==> config.mk <==
export PLATFORM = sky130hd
export DESIGN_NAME = rfid_frame_receiver
export DESIGN_NICKNAME = d
export VERILOG_FILES = /design/src/rtl/core/rfr_pkg.sv /design/src/rtl/core/rfid_frame_receiver.sv /design/src/rtl/core/rfr_step.sv /design/src/rtl/core/rfr_out_reg.sv
export SDC_FILE = /design/constraint.sdc
export NUM_CORES = 1
export LEC_CHECK = 0
export ABC_AREA = 1
export BUFFER_PORTS_ARGS = -buffer_cell sky130_fd_sc_hd__buf_2
export CAP_MARGIN = 5
export CORE_ASPECT_RATIO = 0.75
export CORE_MARGIN = 8
export CORE_UTILIZATION = 40
export CTS_BUF_LIST = sky130_fd_sc_hd__clkbuf_4 sky130_fd_sc_hd__clkbuf_8
export CTS_CLUSTER_SIZE = 40
export DETAILED_ROUTE_END_ITERATION = 7
export RECOVER_POWER = 100
export SLEW_MARGIN = 20
export SYNTH_ARGS = -nofsm -noshare
export SYNTH_HDL_FRONTEND = slang
export SYNTH_SLANG_ARGS = --single-unit
export TNS_END_PERCENT = 100
==> constraint.sdc <==
create_clock -name clk -period 11.9 [get_ports clk]
set_input_delay 1.19 -clock clk [delete_from_list [all_inputs] [get_ports clk]]
set_output_delay 1.19 -clock clk [all_outputs]
set_load 0.005 [all_outputs]
==> src/rtl/core/rfr_pkg.sv <==
// ----------------------------------------------------------------------------
// RFID frame receiver package
// Codes, widths and the attempt state type shared by the receiver modules.
// ----------------------------------------------------------------------------
`timescale 1ns / 1ps

package rfr_pkg;

    localparam int CFG_W = 16;

    localparam logic [1:0] OP_START = 2'd0;
    localparam logic [1:0] OP_BYTE  = 2'd1;
    localparam logic [1:0] OP_TICK  = 2'd2;

    localparam logic [1:0] ST_OK      = 2'd0;
    localparam logic [1:0] ST_TIMEOUT = 2'd1;
    localparam logic [1:0] ST_BAD_END = 2'd2;

    localparam logic [1:0] PH_IDLE  = 2'd0;
    localparam logic [1:0] PH_HUNT  = 2'd1;
    localparam logic [1:0] PH_FRAME = 2'd2;
    localparam logic [1:0] PH_DRAIN = 2'd3;

    localparam logic [0:0] REG_TIMEOUT_LIMIT = 1'd0;
    localparam logic [0:0] REG_QUIET_LIMIT   = 1'd1;

    localparam logic [15:0] TIMEOUT_RESET = 16'd80;
    localparam logic [15:0] QUIET_RESET   = 16'd20;

    localparam logic [7:0] START_MARK   = 8'h02;
    localparam logic [7:0] END_MARK     = 8'h03;
    localparam logic [3:0] TAG_FIRST    = 4'd3;
    localparam logic [3:0] TAG_LAST     = 4'd10;
    localparam logic [3:0] END_POSITION = 4'd13;

    typedef struct packed {
        logic [1:0]  phase;
        logic [3:0]  pos;
        logic [15:0] elapsed;
        logic [15:0] quiet;
        logic [63:0] tag;
        logic [1:0]  pending;
    } attempt_t;

    localparam attempt_t ATTEMPT_CLEAR = '{
        phase:   PH_IDLE,
        pos:     4'd0,
        elapsed: 16'd0,
        quiet:   16'd0,
        tag:     64'd0,
        pending: ST_OK
    };

    typedef struct packed {
        logic        emit;
        logic [1:0]  status;
        logic [63:0] tag_chars;
    } result_t;

endpackage

==> src/rtl/core/rfid_frame_receiver.sv <==
// ----------------------------------------------------------------------------
// RFID frame receiver
// Parses a 14-byte serial tag frame during a read attempt, with timeout.
// ----------------------------------------------------------------------------
// Items (start, received byte, millisecond tick) are accepted one per clock
// while s_tready is high. Each item is captured in an input register and
// processed combinationally against the attempt state, and any result lands
// in a one-entry result register, so a result passes through both registers.
// s_tready drops only while an item waits in the input register and the
// result register holds an item the master side has not taken.
`timescale 1ns / 1ps

module rfid_frame_receiver
    import rfr_pkg::*;
(
    input  logic             clk,
    input  logic             rst_n,
    input  logic             cfg_we,
    input  logic [0:0]       cfg_index,
    input  logic [CFG_W-1:0] cfg_data,
    input  logic             s_tvalid,
    output logic             s_tready,
    input  logic [7:0]       s_tdata,   // [7:0] rx_byte
    input  logic [7:0]       s_tuser,   // [1:0] opcode, [7:2] zero
    output logic             m_tvalid,
    input  logic             m_tready,
    output logic [63:0]      m_tdata,   // [63:0] tag_chars
    output logic [7:0]       m_tuser    // [1:0] status, [7:2] zero
);

    logic [CFG_W-1:0] timeout_reg;
    logic [CFG_W-1:0] quiet_reg;
    logic             in_valid_reg;
    logic             in_valid_next;
    logic [1:0]       opcode_reg;
    logic [7:0]       byte_reg;
    attempt_t         state_reg;
    attempt_t         state_next;
    result_t          res;
    logic             room;
    logic             advance;

    always_ff @(posedge clk or negedge rst_n)
    begin
        if (!rst_n)
        begin
            timeout_reg <= TIMEOUT_RESET;
            quiet_reg   <= QUIET_RESET;
        end
        else if (cfg_we)
        begin
            case (cfg_index)
                REG_TIMEOUT_LIMIT: timeout_reg <= cfg_data;
                REG_QUIET_LIMIT:   quiet_reg   <= cfg_data;
                default:
                begin
                end
            endcase
        end
    end

    assign advance       = in_valid_reg && room;
    assign s_tready      = !in_valid_reg || room;
    assign in_valid_next = (s_tvalid && s_tready) ? 1'b1 : (in_valid_reg && !advance);

    always_ff @(posedge clk or negedge rst_n)
    begin
        if (!rst_n)
        begin
            in_valid_reg <= 1'b0;
            state_reg    <= ATTEMPT_CLEAR;
        end
        else
        begin
            in_valid_reg <= in_valid_next;
            if (advance)
            begin
                state_reg <= state_next;
            end
        end
    end

    always_ff @(posedge clk)
    begin
        if (s_tvalid && s_tready)
        begin
            opcode_reg <= s_tuser[1:0];
            byte_reg   <= s_tdata;
        end
    end

    rfr_step u_step (
        .cur           (state_reg),
        .opcode        (opcode_reg),
        .rx_byte       (byte_reg),
        .timeout_limit (timeout_reg),
        .quiet_limit   (quiet_reg),
        .nxt           (state_next),
        .res           (res)
    );

    rfr_out_reg u_out (
        .clk      (clk),
        .rst_n    (rst_n),
        .load     (advance),
        .res      (res),
        .room     (room),
        .m_tvalid (m_tvalid),
        .m_tready (m_tready),
        .m_tdata  (m_tdata),
        .m_tuser  (m_tuser)
    );

endmodule

==> src/rtl/core/rfr_step.sv <==
// ----------------------------------------------------------------------------
// RFID frame receiver step logic
// Next attempt state and optional result for one registered item.
// ----------------------------------------------------------------------------
`timescale 1ns / 1ps

module rfr_step
    import rfr_pkg::*;
(
    input  attempt_t          cur,
    input  logic [1:0]        opcode,
    input  logic [7:0]        rx_byte,
    input  logic [CFG_W-1:0]  timeout_limit,
    input  logic [CFG_W-1:0]  quiet_limit,
    output attempt_t          nxt,
    output result_t           res
);

    logic [15:0] elapsed_inc;
    logic [15:0] quiet_inc;

    assign elapsed_inc = (cur.elapsed == 16'hFFFF) ? cur.elapsed : cur.elapsed + 16'd1;
    assign quiet_inc   = (cur.quiet == 16'hFFFF) ? cur.quiet : cur.quiet + 16'd1;

    always_comb
    begin
        nxt           = cur;
        res.emit      = 1'b0;
        res.status    = ST_OK;
        res.tag_chars = 64'd0;
        case (opcode)
            OP_START:
            begin
                nxt = ATTEMPT_CLEAR;
                if (timeout_limit == '0)
                begin
                    res.emit   = 1'b1;
                    res.status = ST_TIMEOUT;
                end
                else
                begin
                    nxt.phase = PH_HUNT;
                end
            end
            OP_BYTE:
            begin
                case (cur.phase)
                    PH_HUNT:
                    begin
                        if (rx_byte == START_MARK)
                        begin
                            nxt.phase = PH_FRAME;
                            nxt.pos   = 4'd1;
                        end
                    end
                    PH_FRAME:
                    begin
                        if (cur.pos inside {[TAG_FIRST:TAG_LAST]})
                        begin
                            nxt.tag = {cur.tag[55:0], rx_byte};
                        end
                        if (cur.pos >= END_POSITION)
                        begin
                            nxt.pending = (rx_byte == END_MARK) ? ST_OK : ST_BAD_END;
                            nxt.phase   = PH_DRAIN;
                            nxt.quiet   = 16'd0;
                            if (quiet_limit == '0)
                            begin
                                res.emit   = 1'b1;
                                res.status = nxt.pending;
                            end
                        end
                        else
                        begin
                            nxt.pos = cur.pos + 4'd1;
                        end
                    end
                    PH_DRAIN:
                    begin
                        nxt.quiet = 16'd0;
                    end
                    default:
                    begin
                    end
                endcase
            end
            OP_TICK:
            begin
                case (cur.phase)
                    PH_HUNT, PH_FRAME:
                    begin
                        nxt.elapsed = elapsed_inc;
                        if (elapsed_inc >= timeout_limit)
                        begin
                            res.emit   = 1'b1;
                            res.status = ST_TIMEOUT;
                        end
                    end
                    PH_DRAIN:
                    begin
                        nxt.quiet = quiet_inc;
                        if (quiet_inc >= quiet_limit)
                        begin
                            res.emit   = 1'b1;
                            res.status = cur.pending;
                        end
                    end
                    default:
                    begin
                    end
                endcase
            end
            default:
            begin
            end
        endcase
        if (res.emit)
        begin
            res.tag_chars = (res.status == ST_OK) ? nxt.tag : 64'd0;
            nxt           = ATTEMPT_CLEAR;
        end
    end

endmodule

==> src/rtl/core/rfr_out_reg.sv <==
// ----------------------------------------------------------------------------
// RFID frame receiver result register
// Holds one result item until the master side takes it.
// ----------------------------------------------------------------------------
`timescale 1ns / 1ps

module rfr_out_reg
    import rfr_pkg::*;
(
    input  logic        clk,
    input  logic        rst_n,
    input  logic        load,
    input  result_t     res,
    output logic        room,
    output logic        m_tvalid,
    input  logic        m_tready,
    output logic [63:0] m_tdata,
    output logic [7:0]  m_tuser
);

    logic        valid_reg;
    logic        valid_next;
    logic [1:0]  status_reg;
    logic [63:0] tag_reg;

    assign room       = !valid_reg || m_tready;
    assign valid_next = (load && res.emit) ? 1'b1 : (valid_reg && !m_tready);

    always_ff @(posedge clk or negedge rst_n)
    begin
        if (!rst_n)
        begin
            valid_reg <= 1'b0;
        end
        else
        begin
            valid_reg <= valid_next;
        end
    end

    always_ff @(posedge clk)
    begin
        if (load && res.emit)
        begin
            status_reg <= res.status;
            tag_reg    <= res.tag_chars;
        end
    end

    assign m_tvalid = valid_reg;
    assign m_tdata  = tag_reg;
    assign m_tuser  = {6'd0, status_reg};

endmodule

# Word level (Yosys, flattened, before mapping)
# Index checks and enable logic that the tools add are counted.
# word_totals
reg_bits,214
in_bits,38
output_inout_bits,74
word_cells,99
# classes
n_addsub,3
n_lt_le_gt_ge,5
eq_ne,18
mux,30
bitwise,1
n_reduce_logical,28
# op_table
operator,n
66-bit case mux with 2 select lines,1
104-bit two-way mux,1
16-bit two-way mux,5
66-bit two-way mux,1
64-bit two-way mux,1
16-bit case mux with 2 select lines,2
16-bit case mux with 3 select lines,1
16-bit by 1-bit adder with 16-bit output (second input constant),2
16-bit equality test (second input constant),2
16-bit >= comparator,2
16-bit zero test,2
6-bit case mux with 2 select lines,2
3-bit two-way mux,6
8-bit by 2-bit equality test with 1-bit output (second input constant),2
5-bit AND reduction,3
4-bit by 3-bit inequality test with 1-bit output (second input constant),3
3-bit by 2-bit inequality test with 1-bit output (second input constant),3
3-bit case mux with 3 select lines,1
4-bit by 2-bit inequality test with 1-bit output (second input constant),2
2-bit equality test (second input constant),3
1-bit logical AND,6
2-bit two-way mux,3
6-bit two-way mux,1
3-bit case mux with 2 select lines,1
18 further kinds,29

# Logic depth before layout (Yosys ltp)
# Gate-level depths: netlist of run 1.
# depth
ltp_word,8
mapped_depth,29
depth_no_buf,28

# Modules after synthesis
# From an unflattened synthesis of run 1, not the netlist that was laid out.
# hier_totals
cells_unflattened,1792
area_unflattened_um2,13162.6
# by_module_without_submodules
mod,instances,cells_per_inst,area_per_inst_um2,seq_area_each_um2
rfid_frame_receiver,1,609,5751.8,3733.6
rfr_step,1,1104,5331.4,0.0
rfr_out_reg,1,79,2079.5,2006.9

# Worst setup path after synthesis of run 1
# No wires, ideal clock.
# synth_timing
path_kind,reg-to-reg
from,register state_reg[66] in the netlist's numbering
to,"register u_out.tag_reg[0] (netlist: u_out.m_tdata[0]), enable pin"
setup_ns,0.490
t_arrival_ns,5.546
t_required_ns,11.410
setup_slack_ns,5.864
stages_incl_launch_ff,26
n_path_buf,2
period_less_slack_ns,6.036
path_cell_list,dfrtp_1 ha_1 nand3_1 nor2_1 nand2_1 nor3_2 nand2_1 inv_1 nor2_1 xor2_1 inv_1 ha_1 nand2_1 inv_1 nand2_1 nor2_1 nor2_1 nand2_1 nand2_1 nand2_1 nand2_1 nand2_2 nor2_4 buf_2 buf_2 nor2_1
# synth_via
elab_chain_len,7
word_cells_on_any_way,8
classes_between,add/sub (1); order compare (1); eq/ne (1); mux (4); reduce/logical (1)
# synth_rtl
element,line,text
"start, declared",rfid_frame_receiver.sv:37,attempt_t state_reg;
"start signal, assigned",rfid_frame_receiver.sv:78,state_reg <= state_next;
16-bit by 1-bit adder with 16-bit output / 16-bit equality test (equally long branches),rfr_step.sv:23,assign quiet_inc = (cur.quiet == 16'hFFFF) ? cur.quiet : cur.quiet + 16'd1;
16-bit two-way mux (*),rfr_step.sv:23,
16-bit >= comparator (*),rfr_step.sv:102,if (quiet_inc >= quiet_limit)
3-bit two-way mux (*),rfr_step.sv:102,
3-bit case mux with 2 select lines (*),rfr_step.sv:89,case (cur.phase)
3-bit case mux with 3 select lines (*),rfr_step.sv:31,case (opcode)
1-bit logical AND (*),rfr_out_reg.sv:43,if (load && res.emit)
"end signal, assigned",rfr_out_reg.sv:46,tag_reg <= res.tag_chars;
"end, declared",rfr_out_reg.sv:24,logic [63:0] tag_reg;
# Every way passes the cells marked *; elsewhere a longest branch is shown, timed or not.
# A chain may end at the register's enable or synchronous reset.

# Worst setup path after layout of run 1
# layout_timing
from,register state_reg[67] in the netlist's numbering
to,"register u_out.tag_reg[3] (netlist: u_out.m_tdata[3]), data pin"
# layout_via
elab_chain_len,8
word_cells_on_any_way,9
classes_between,add/sub (1); order compare (1); eq/ne (1); mux (4); reduce/logical (2)
# layout_rtl
element,line,text
16-bit by 1-bit adder with 16-bit output / 16-bit equality test (equally long branches),rfr_step.sv:23,
16-bit two-way mux (*),rfr_step.sv:23,
16-bit >= comparator (*),rfr_step.sv:102,
3-bit two-way mux (*),rfr_step.sv:102,
3-bit case mux with 2 select lines (*),rfr_step.sv:89,
3-bit case mux with 3 select lines (*),rfr_step.sv:31,
2-bit zero test,rfr_step.sv:119,res.tag_chars = (res.status == ST_OK) ? nxt.tag : 64'd0;
2-bit AND reduction (no line) (*),-,
# Marked as above.

==> impl_metrics.json, run 1 <==
{
  "gp_congestion": 0.839,
  "synth_top_cell_area_share_pct": 29.3,
  "wire_per_inst_um": 15.6,
  "grt_pass1_vias": 8987,
  "htree_levels": 2,
  "max_freq_ghz": 0.124,
  "synth_flop_cell": "dfrtp_1",
  "drtIter0Drc": 667,
  "largest_reg_flops": 103,
  "seqPwrFrac_pct": 47.5,
  "final_cell_mix": "inv_1, nand2_1, nor2_1",
  "drtAntennaViolNets": 0,
  "fillers": 2865,
  "drv_cap": 4,
  "dp_hpwl_um": 19500,
  "grtUsageTotal_pct": 17.2,
  "syn_area_per_cell_um2": 8.32,
  "worstSetupPathType": "flip-flop to flip-flop",
  "cp_slowest_stage_delay_ns": 1.90,
  "final_core_util_pct": 45.7,
  "gr-total-overflow": 0,
  "dp.cells": 1799,
  "p_int_w": 0.00124,
  "hold_viol_final": 0,
  "peakVddDrop_uv": 61.0,
  "cts_buffer_depth": 3,
  "dr.pass1.iters": 5,
  "fin_nets": 1534,
  "p_sw_w": 0.000434,
  "setup_viol": 0,
  "via_count": 9246,
  "netlist_area_um2": 11400,
  "synthesis.instances": 1367,
  "cp_data_arrival_time_ns": 8.32,
  "syn_to_final_growth_pct": 12.5,
  "cp_slowest_cell": "clkbuf_1",
  "crit_required_ns": 12.15,
  "start_kind": "flip-flop",
  "reg2reg_depth": 22,
  "rsz0062_at_grt": "false",
  "yosysTopAreaCell": "dfrtp_1",
  "hold_depth": 2,
  "cts.sinks": 213,
  "drive_gt1_share_pct": 9.45,
  "max_slew_margin_pct": -269,
  "switching_share_pct": 25.8,
  "outcome": "complete, but fails checks",
  "synth_cell_type_count": 44,
  "synth_enable_flop_cells": 76,
  "fin_cells": 1867,
  "path_max_fanout": 64,
  "cts_inserted_buffers": 38,
  "drc_errors": 0,
  "hp-class": "flip-flop to flip-flop",
  "p_per_area_nw_per_um2": 131,
  "row_count": 53,
  "clkTransAtPathRegs_ns": 0.06,
  "endpoint_kind": "flip-flop",
  "async_flop_share_pct": 64.3,
  "whs_ns": 0.483,
  "synth_area_leaders": "dfrtp_1, edfxtp_1, inv_1",
  "core_area_um2": 28000,
  "place_area_um2": 12100,
  "root_buffer": "clkbuf_8",
  "cts_setup_buffers": 0,
  "finalCritPeriodShare_pct": 67.8,
  "synth_seq_cells": 213,
  "numPortBuffers": 99,
  "cts_resized": 0,
  "fin_crit_ns": 8.07,
  "insertion_delay_ns": 0.55,
  "violations": "capacitance limit, slew limit",
  "ys_warn_count": 0,
  "die_area_um2": 34200,
  "io_pins": 112,
  "holdBufCountCts": 0,
  "start_util_pct": 40.7,
  "report.final.slew_viol_count": 211,
  "ys_seq_area_share_pct": 50.2,
  "power_frac_comb_pct": 8.9,
  "antenna_found_initial": 0,
  "antenna_cells": 0,
  "p_leak_nw": 5.48,
  "die_w_um": 211,
  "grt_start_max_net_pins": 99,
  "final_common_cell": "inv_1",
  "p_clk_share_pct": 43.5,
  "tritoncts": "done",
  "grt_pass1_wl_um": 48000,
  "finClkSkew_ns": 0.0334,
  "via_per_inst": 4.95,
  "crit_chain": "ha_1, nand3_1, nor2_1, nand2_1, nor3_1, nand2_1, inv_1, nor2_1, xor2_1, inv_1, ha_1, a21oi_1, o21ai_0, a21oi_1, nand2_1, nand2_1, nand2_2, nor2_1, clkbuf_1, clkinv_4, nand2_4, nor2_1",
  "finalInstanceArea_um2": 12800,
  "wl_um": 29100,
  "worst_pin_slew_ns": 5.54,
  "setup_tns_ns": 0,
  "die_y_um": 162
}
## logic make-up after synthesis
logic type | count (synthesis) | synth area share [%]
adder cells (fa/ha/maj) | 42 | 4.62
buffers and inverters | 320 | 11.6
flip-flops | 213 | 50.2
AND/OR/NAND/NOR | 545 | 20.8
AO/OA/AOI/OAI | 232 | 11.6
other | 1 | 0.0330
XOR/XNOR | 14 | 1.08
## through the flow
stage | total power [W] | setup WS, ns
after floorplan | 0.000912 | 5.86
after global placement | 0.000958 | 6.28
after detailed placement | 0.000961 | 6.24
after CTS | 0.00170 | 6.22
after global routing | 0.00176 | 3.20
final | 0.00168 | 3.83
## metal layers
layer,part of all wire [%],up-vias,global-route usage [%],routed length (um)
met5,0,-,0,0
li1,-,4606,-,-
met4,1.8,0,4.67,531
met1,52,4384,25.9,15100
met2,41,216,24.6,12000
met3,5.2,40,3.39,1500
## cell type report
class	instances	area [um2]	share of cell area (%)
Clock buffer	64	793	6.20
Clock inverter	4	27.5	0.215
Inverter	255	962	7.52
Multi-Input combinational cell	839	4340	34.0
Sequential cell	213	5720	44.7
Tap cell	385	482	3.76
Timing Repair Buffer	107	470	3.68
## synthesized netlist by cell type (all sizes together), types with 2 or more instances
cell,n
xnor2,5
nor4,4
nor3,13
nand3,101
o22ai,40
a21oi,31
clkinv,2
nor2,189
a31oi,3
xor2,9
dfstp,4
or2,2
nand2,215
o21a,2
o21ai,129
ha,42
o32ai,22
buf,40
o31ai,4
edfxtp,76
dfrtp,133
inv,253
clkbuf,25
nand4,18
## final timing paths
kind	from	to	slack, ns
hold / removal	timeout_reg[9]	timeout_reg[9]	0.48
setup / recovery	state_reg[67]	u_out.m_tdata[3]	3.83
min in group asynchronous	rst_n	quiet_reg[14]	2.71
max in group asynchronous	rst_n	state_reg[68]	5.18
setup reg to reg	state_reg[67]	u_out.m_tdata[3]	3.83
hold reg to reg	timeout_reg[9]	timeout_reg[9]	0.48
## power by group through the flow
stage	combinational (W)	clock [W]	sequential, W
final	0.000150	0.000731	0.000797
after global routing	0.000175	0.000784	0.000800
after CTS	0.000151	0.000751	0.000797
after detailed placement	0.000150	0	0.000811
after global placement	0.000148	0	0.000810
after floorplan	0.000107	0	0.000805
## worst max-delay path: cells and delay by family, from the launching register on
kind | cells | cell delay, ns
AND/OR/NAND/NOR | 12 | 3.54
adder cells (fa/ha/maj) | 2 | 0.53
flip-flops | 1 | 0.43
AO/OA/AOI/OAI | 3 | 0.40
buffers and inverters | 4 | 2.63
XOR/XNOR | 1 | 0.20
Note: power is estimated with default switching activity, not from simulation.
==> inputs of run 2 (changes only) <==
Settings changed: ABC_AREA 1 to 0.
Clock period 11.9 ns to 6.5 ns, I/O delays scaled along.
==> run 2 against run 1 <==
Net effect: the run still ends with capacitance limit, slew limit left; sequential share of layout area is 3.0 points higher; die area is 3.1% lower; critical path depth is 5 lower; clock skew is essentially flat; first-iteration DRC count is 3.4% lower; sequential cell count stayed put; area after synthesis down 3.4%; sequential power rose by 91%; register-to-register slack got worse by 3.1 ns; clock power rose by 74%; largest power group unchanged.
==> impl_metrics.json, run 2 <==
{
  "outcome": "complete, but fails checks",
  "violations": "capacitance limit, slew limit",
  "netlist_area_um2": 11000,
  "finalCritPeriodShare_pct": 88.4,
  "row_count": 52,
  "insertion_delay_ns": 0.53,
  "gp_congestion": 0.804,
  "netlist_top_cells_count": "dfrtp_1, nand2_1, a22o_1, edfxtp_1, a22oi_1",
  "final_cell_mix": "dfrtp_1, nor2_1, nand2_1",
  "crit_required_ns": 6.88,
  "cp_slowest_stage_delay_ns": 1.06,
  "path_max_fanout": 21,
  "rsz0062_at_grt": "false",
  "yosysTopAreaCell": "dfrtp_1",
  "start_util_pct": 40.7,
  "synth_enable_flop_cells": 76,
  "largest_reg_flops": 103,
  "p_per_area_nw_per_um2": 260,
  "htree_levels": 2,
  "drtIter0Drc": 644,
  "via_count": 7902,
  "wl_um": 27400,
  "async_flop_share_pct": 64.3,
  "synth_area_leaders": "dfrtp_1, edfxtp_1, nor2_4",
  "cts_buffer_depth": 3,
  "cp_data_arrival_time_ns": 6.13,
  "worst_pin_slew_ns": 4.83,
  "setup_viol": 0,
  "synthesis.instances": 967,
  "cts_setup_buffers": 0,
  "gr-total-overflow": 0,
  "grt_pass1_vias": 7683,
  "max_slew_margin_pct": -222,
  "synth_cell_type_count": 67,
  "grt_start_max_net_pins": 88,
  "die_w_um": 207,
  "final_common_cell": "dfrtp_1",
  "start_kind": "flip-flop",
  "core_area_um2": 27000,
  "path_buf_inv": 1,
  "crit_chain": "nand4_1, nor3_1, nand4_1, nor3_1, nor2_1, and3_1, xnor2_1, inv_1, ha_1, nand2_1, nor3_1, or4b_1, nand4_1, a31o_4, or2_0, nor3_1, a22o_1",
  "grtUsageTotal_pct": 16.2,
  "drive_gt1_share_pct": 14.5,
  "report.final.slew_viol_count": 116,
  "via_per_inst": 5.48,
  "hold_viol_final": 0,
  "cts.sinks": 213,
  "drv_cap": 2,
  "synth_top_cell_area_share_pct": 30.3,
  "worstSetupPathType": "flip-flop to flip-flop",
  "fin_nets": 1143,
  "finClkSkew_ns": 0.0332,
  "final_core_util_pct": 44.4,
  "synth_seq_cells": 213,
  "cts_inserted_buffers": 37,
  "syn_to_final_growth_pct": 9.18,
  "cts_resized": 0,
  "fin_crit_ns": 5.74,
  "root_buffer": "clkbuf_8",
  "synth_flop_cell": "dfrtp_1",
  "hp-class": "input port to flip-flop",
  "dr.pass1.iters": 5,
  "peakVddDrop_uv": 118,
  "p_leak_nw": 5.01,
  "ys_warn_count": 0,
  "antenna_cells": 0,
  "holdBufCountCts": 0,
  "cp_slowest_cell": "or2_0",
  "syn_area_per_cell_um2": 11.4,
  "setup_tns_ns": 0,
  "synth.most_common_cell": "dfrtp_1",
  "die_area_um2": 33100,
  "dp_hpwl_um": 18800,
  "die_y_um": 160,
  "wire_per_inst_um": 19.0,
  "max_freq_ghz": 0.174,
  "tritoncts": "done",
  "grt_pass1_wl_um": 44000,
  "clkTransAtPathRegs_ns": 0.06,
  "antenna_found_initial": 0,
  "cp_common_cell": "nor3_1",
  "critPathTopFamily": "simple AND/OR/NAND/NOR gates",
  "drtAntennaViolNets": 0,
  "numPortBuffers": 99,
  "endpoint_kind": "flip-flop",
  "drc_errors": 0,
  "io_pins": 112,
  "ys_seq_area_share_pct": 52.0
}
run 2: cell types whose count changed after synthesis, sizes merged, moves of 21 or more:
cell	previous run	this run
o21ai	129	50
nor2	189	104
a22o	0	76
o32ai	22	1
a22oi	0	68
o22ai	40	1
inv	253	51
nand2	215	84
nand3	101	17
run 2: through the flow:
step / instances / total power [W] / hold WS [ns] / cell area (um2) / setup slack, ns
final: 1442 / 0.00312 / 0.297 / 12000 / 0.756
after global routing: 1442 / 0.00327 / 0.277 / 12000 / 0.293
after CTS: 1442 / 0.00315 / 0.199 / 12500 / 0.991
after detailed placement: 1375 / 0.00188 / 0.487 / 11800 / 1.01
after global placement: 1375 / 0.00187 / 0.484 / 11800 / 1.13
after floorplan: 972 / 0.00176 / 0.354 / 11000 / 0.945
run 2: path summary, 6_finish.rpt:
path | cells past startpoint | to | startpoint | slack [ns]
max in group asynchronous | 2 | state_reg[70] | rst_n | 1.49
worst min-delay path | 1 | byte_reg[7] | s_tdata[7] | 0.30
worst min register to register | 1 | state_reg[58] | state_reg[58] | 0.50
worst max register to register | 17 | state_reg[70] | state_reg[70] | 0.76
worst max-delay path | 17 | state_reg[70] | state_reg[70] | 0.76
min in group asynchronous | 1 | state_reg[97] | rst_n | 1.86
run 2: cells by family after synthesis:
logic type	count (synthesis)	share of synthesized area [%]
other	1	0.0341
AND/OR/NAND/NOR	285	16.1
flip-flops	213	52.0
adder cells (fa/ha/maj)	42	4.78
multiplexers	19	1.94
buffers and inverters	114	5.20
XOR/XNOR	21	1.67
AO/OA/AOI/OAI	272	18.2
run 2: layer usage:
| layer | global-route usage (%) | vias to the layer above | share of wire (%) |
|---|---|---|---|
| li1 | - | 3743 | - |
| met2 | 22.7 | 193 | 42 |
| met1 | 24.6 | 3927 | 51 |
| met4 | 4.38 | 0 | 1.7 |
| met3 | 3.60 | 39 | 5.5 |
| met5 | 0 | - | 0 |
run 2: cell type report:
type	instances	area (um2)
inverter	51	191
clock buffer	60	732
tap	351	439
timing repair buffer	115	557
sequential	213	5720
clock inverter	7	37.5
multi-input combinational	645	4330
fill	2593	15000
run 2: power breakdown:
part	switching, W	internal (W)	leakage (nW)
logic	0.000205	0.000130	1.93
clock network	0.000551	0.000714	0.410
registers	0.0000707	0.00145	2.67
run 2: worst register-to-register path: cells and delay by family, from the launching register on:
family                   cells  cell delay, ns
AO/OA/AOI/OAI                2            0.54
XOR/XNOR                     1            0.18
adder cells (fa/ha/maj)      1            0.29
buffers and inverters        1            0.07
flip-flops                   1            0.48
AND/OR/NAND/NOR             12            4.08
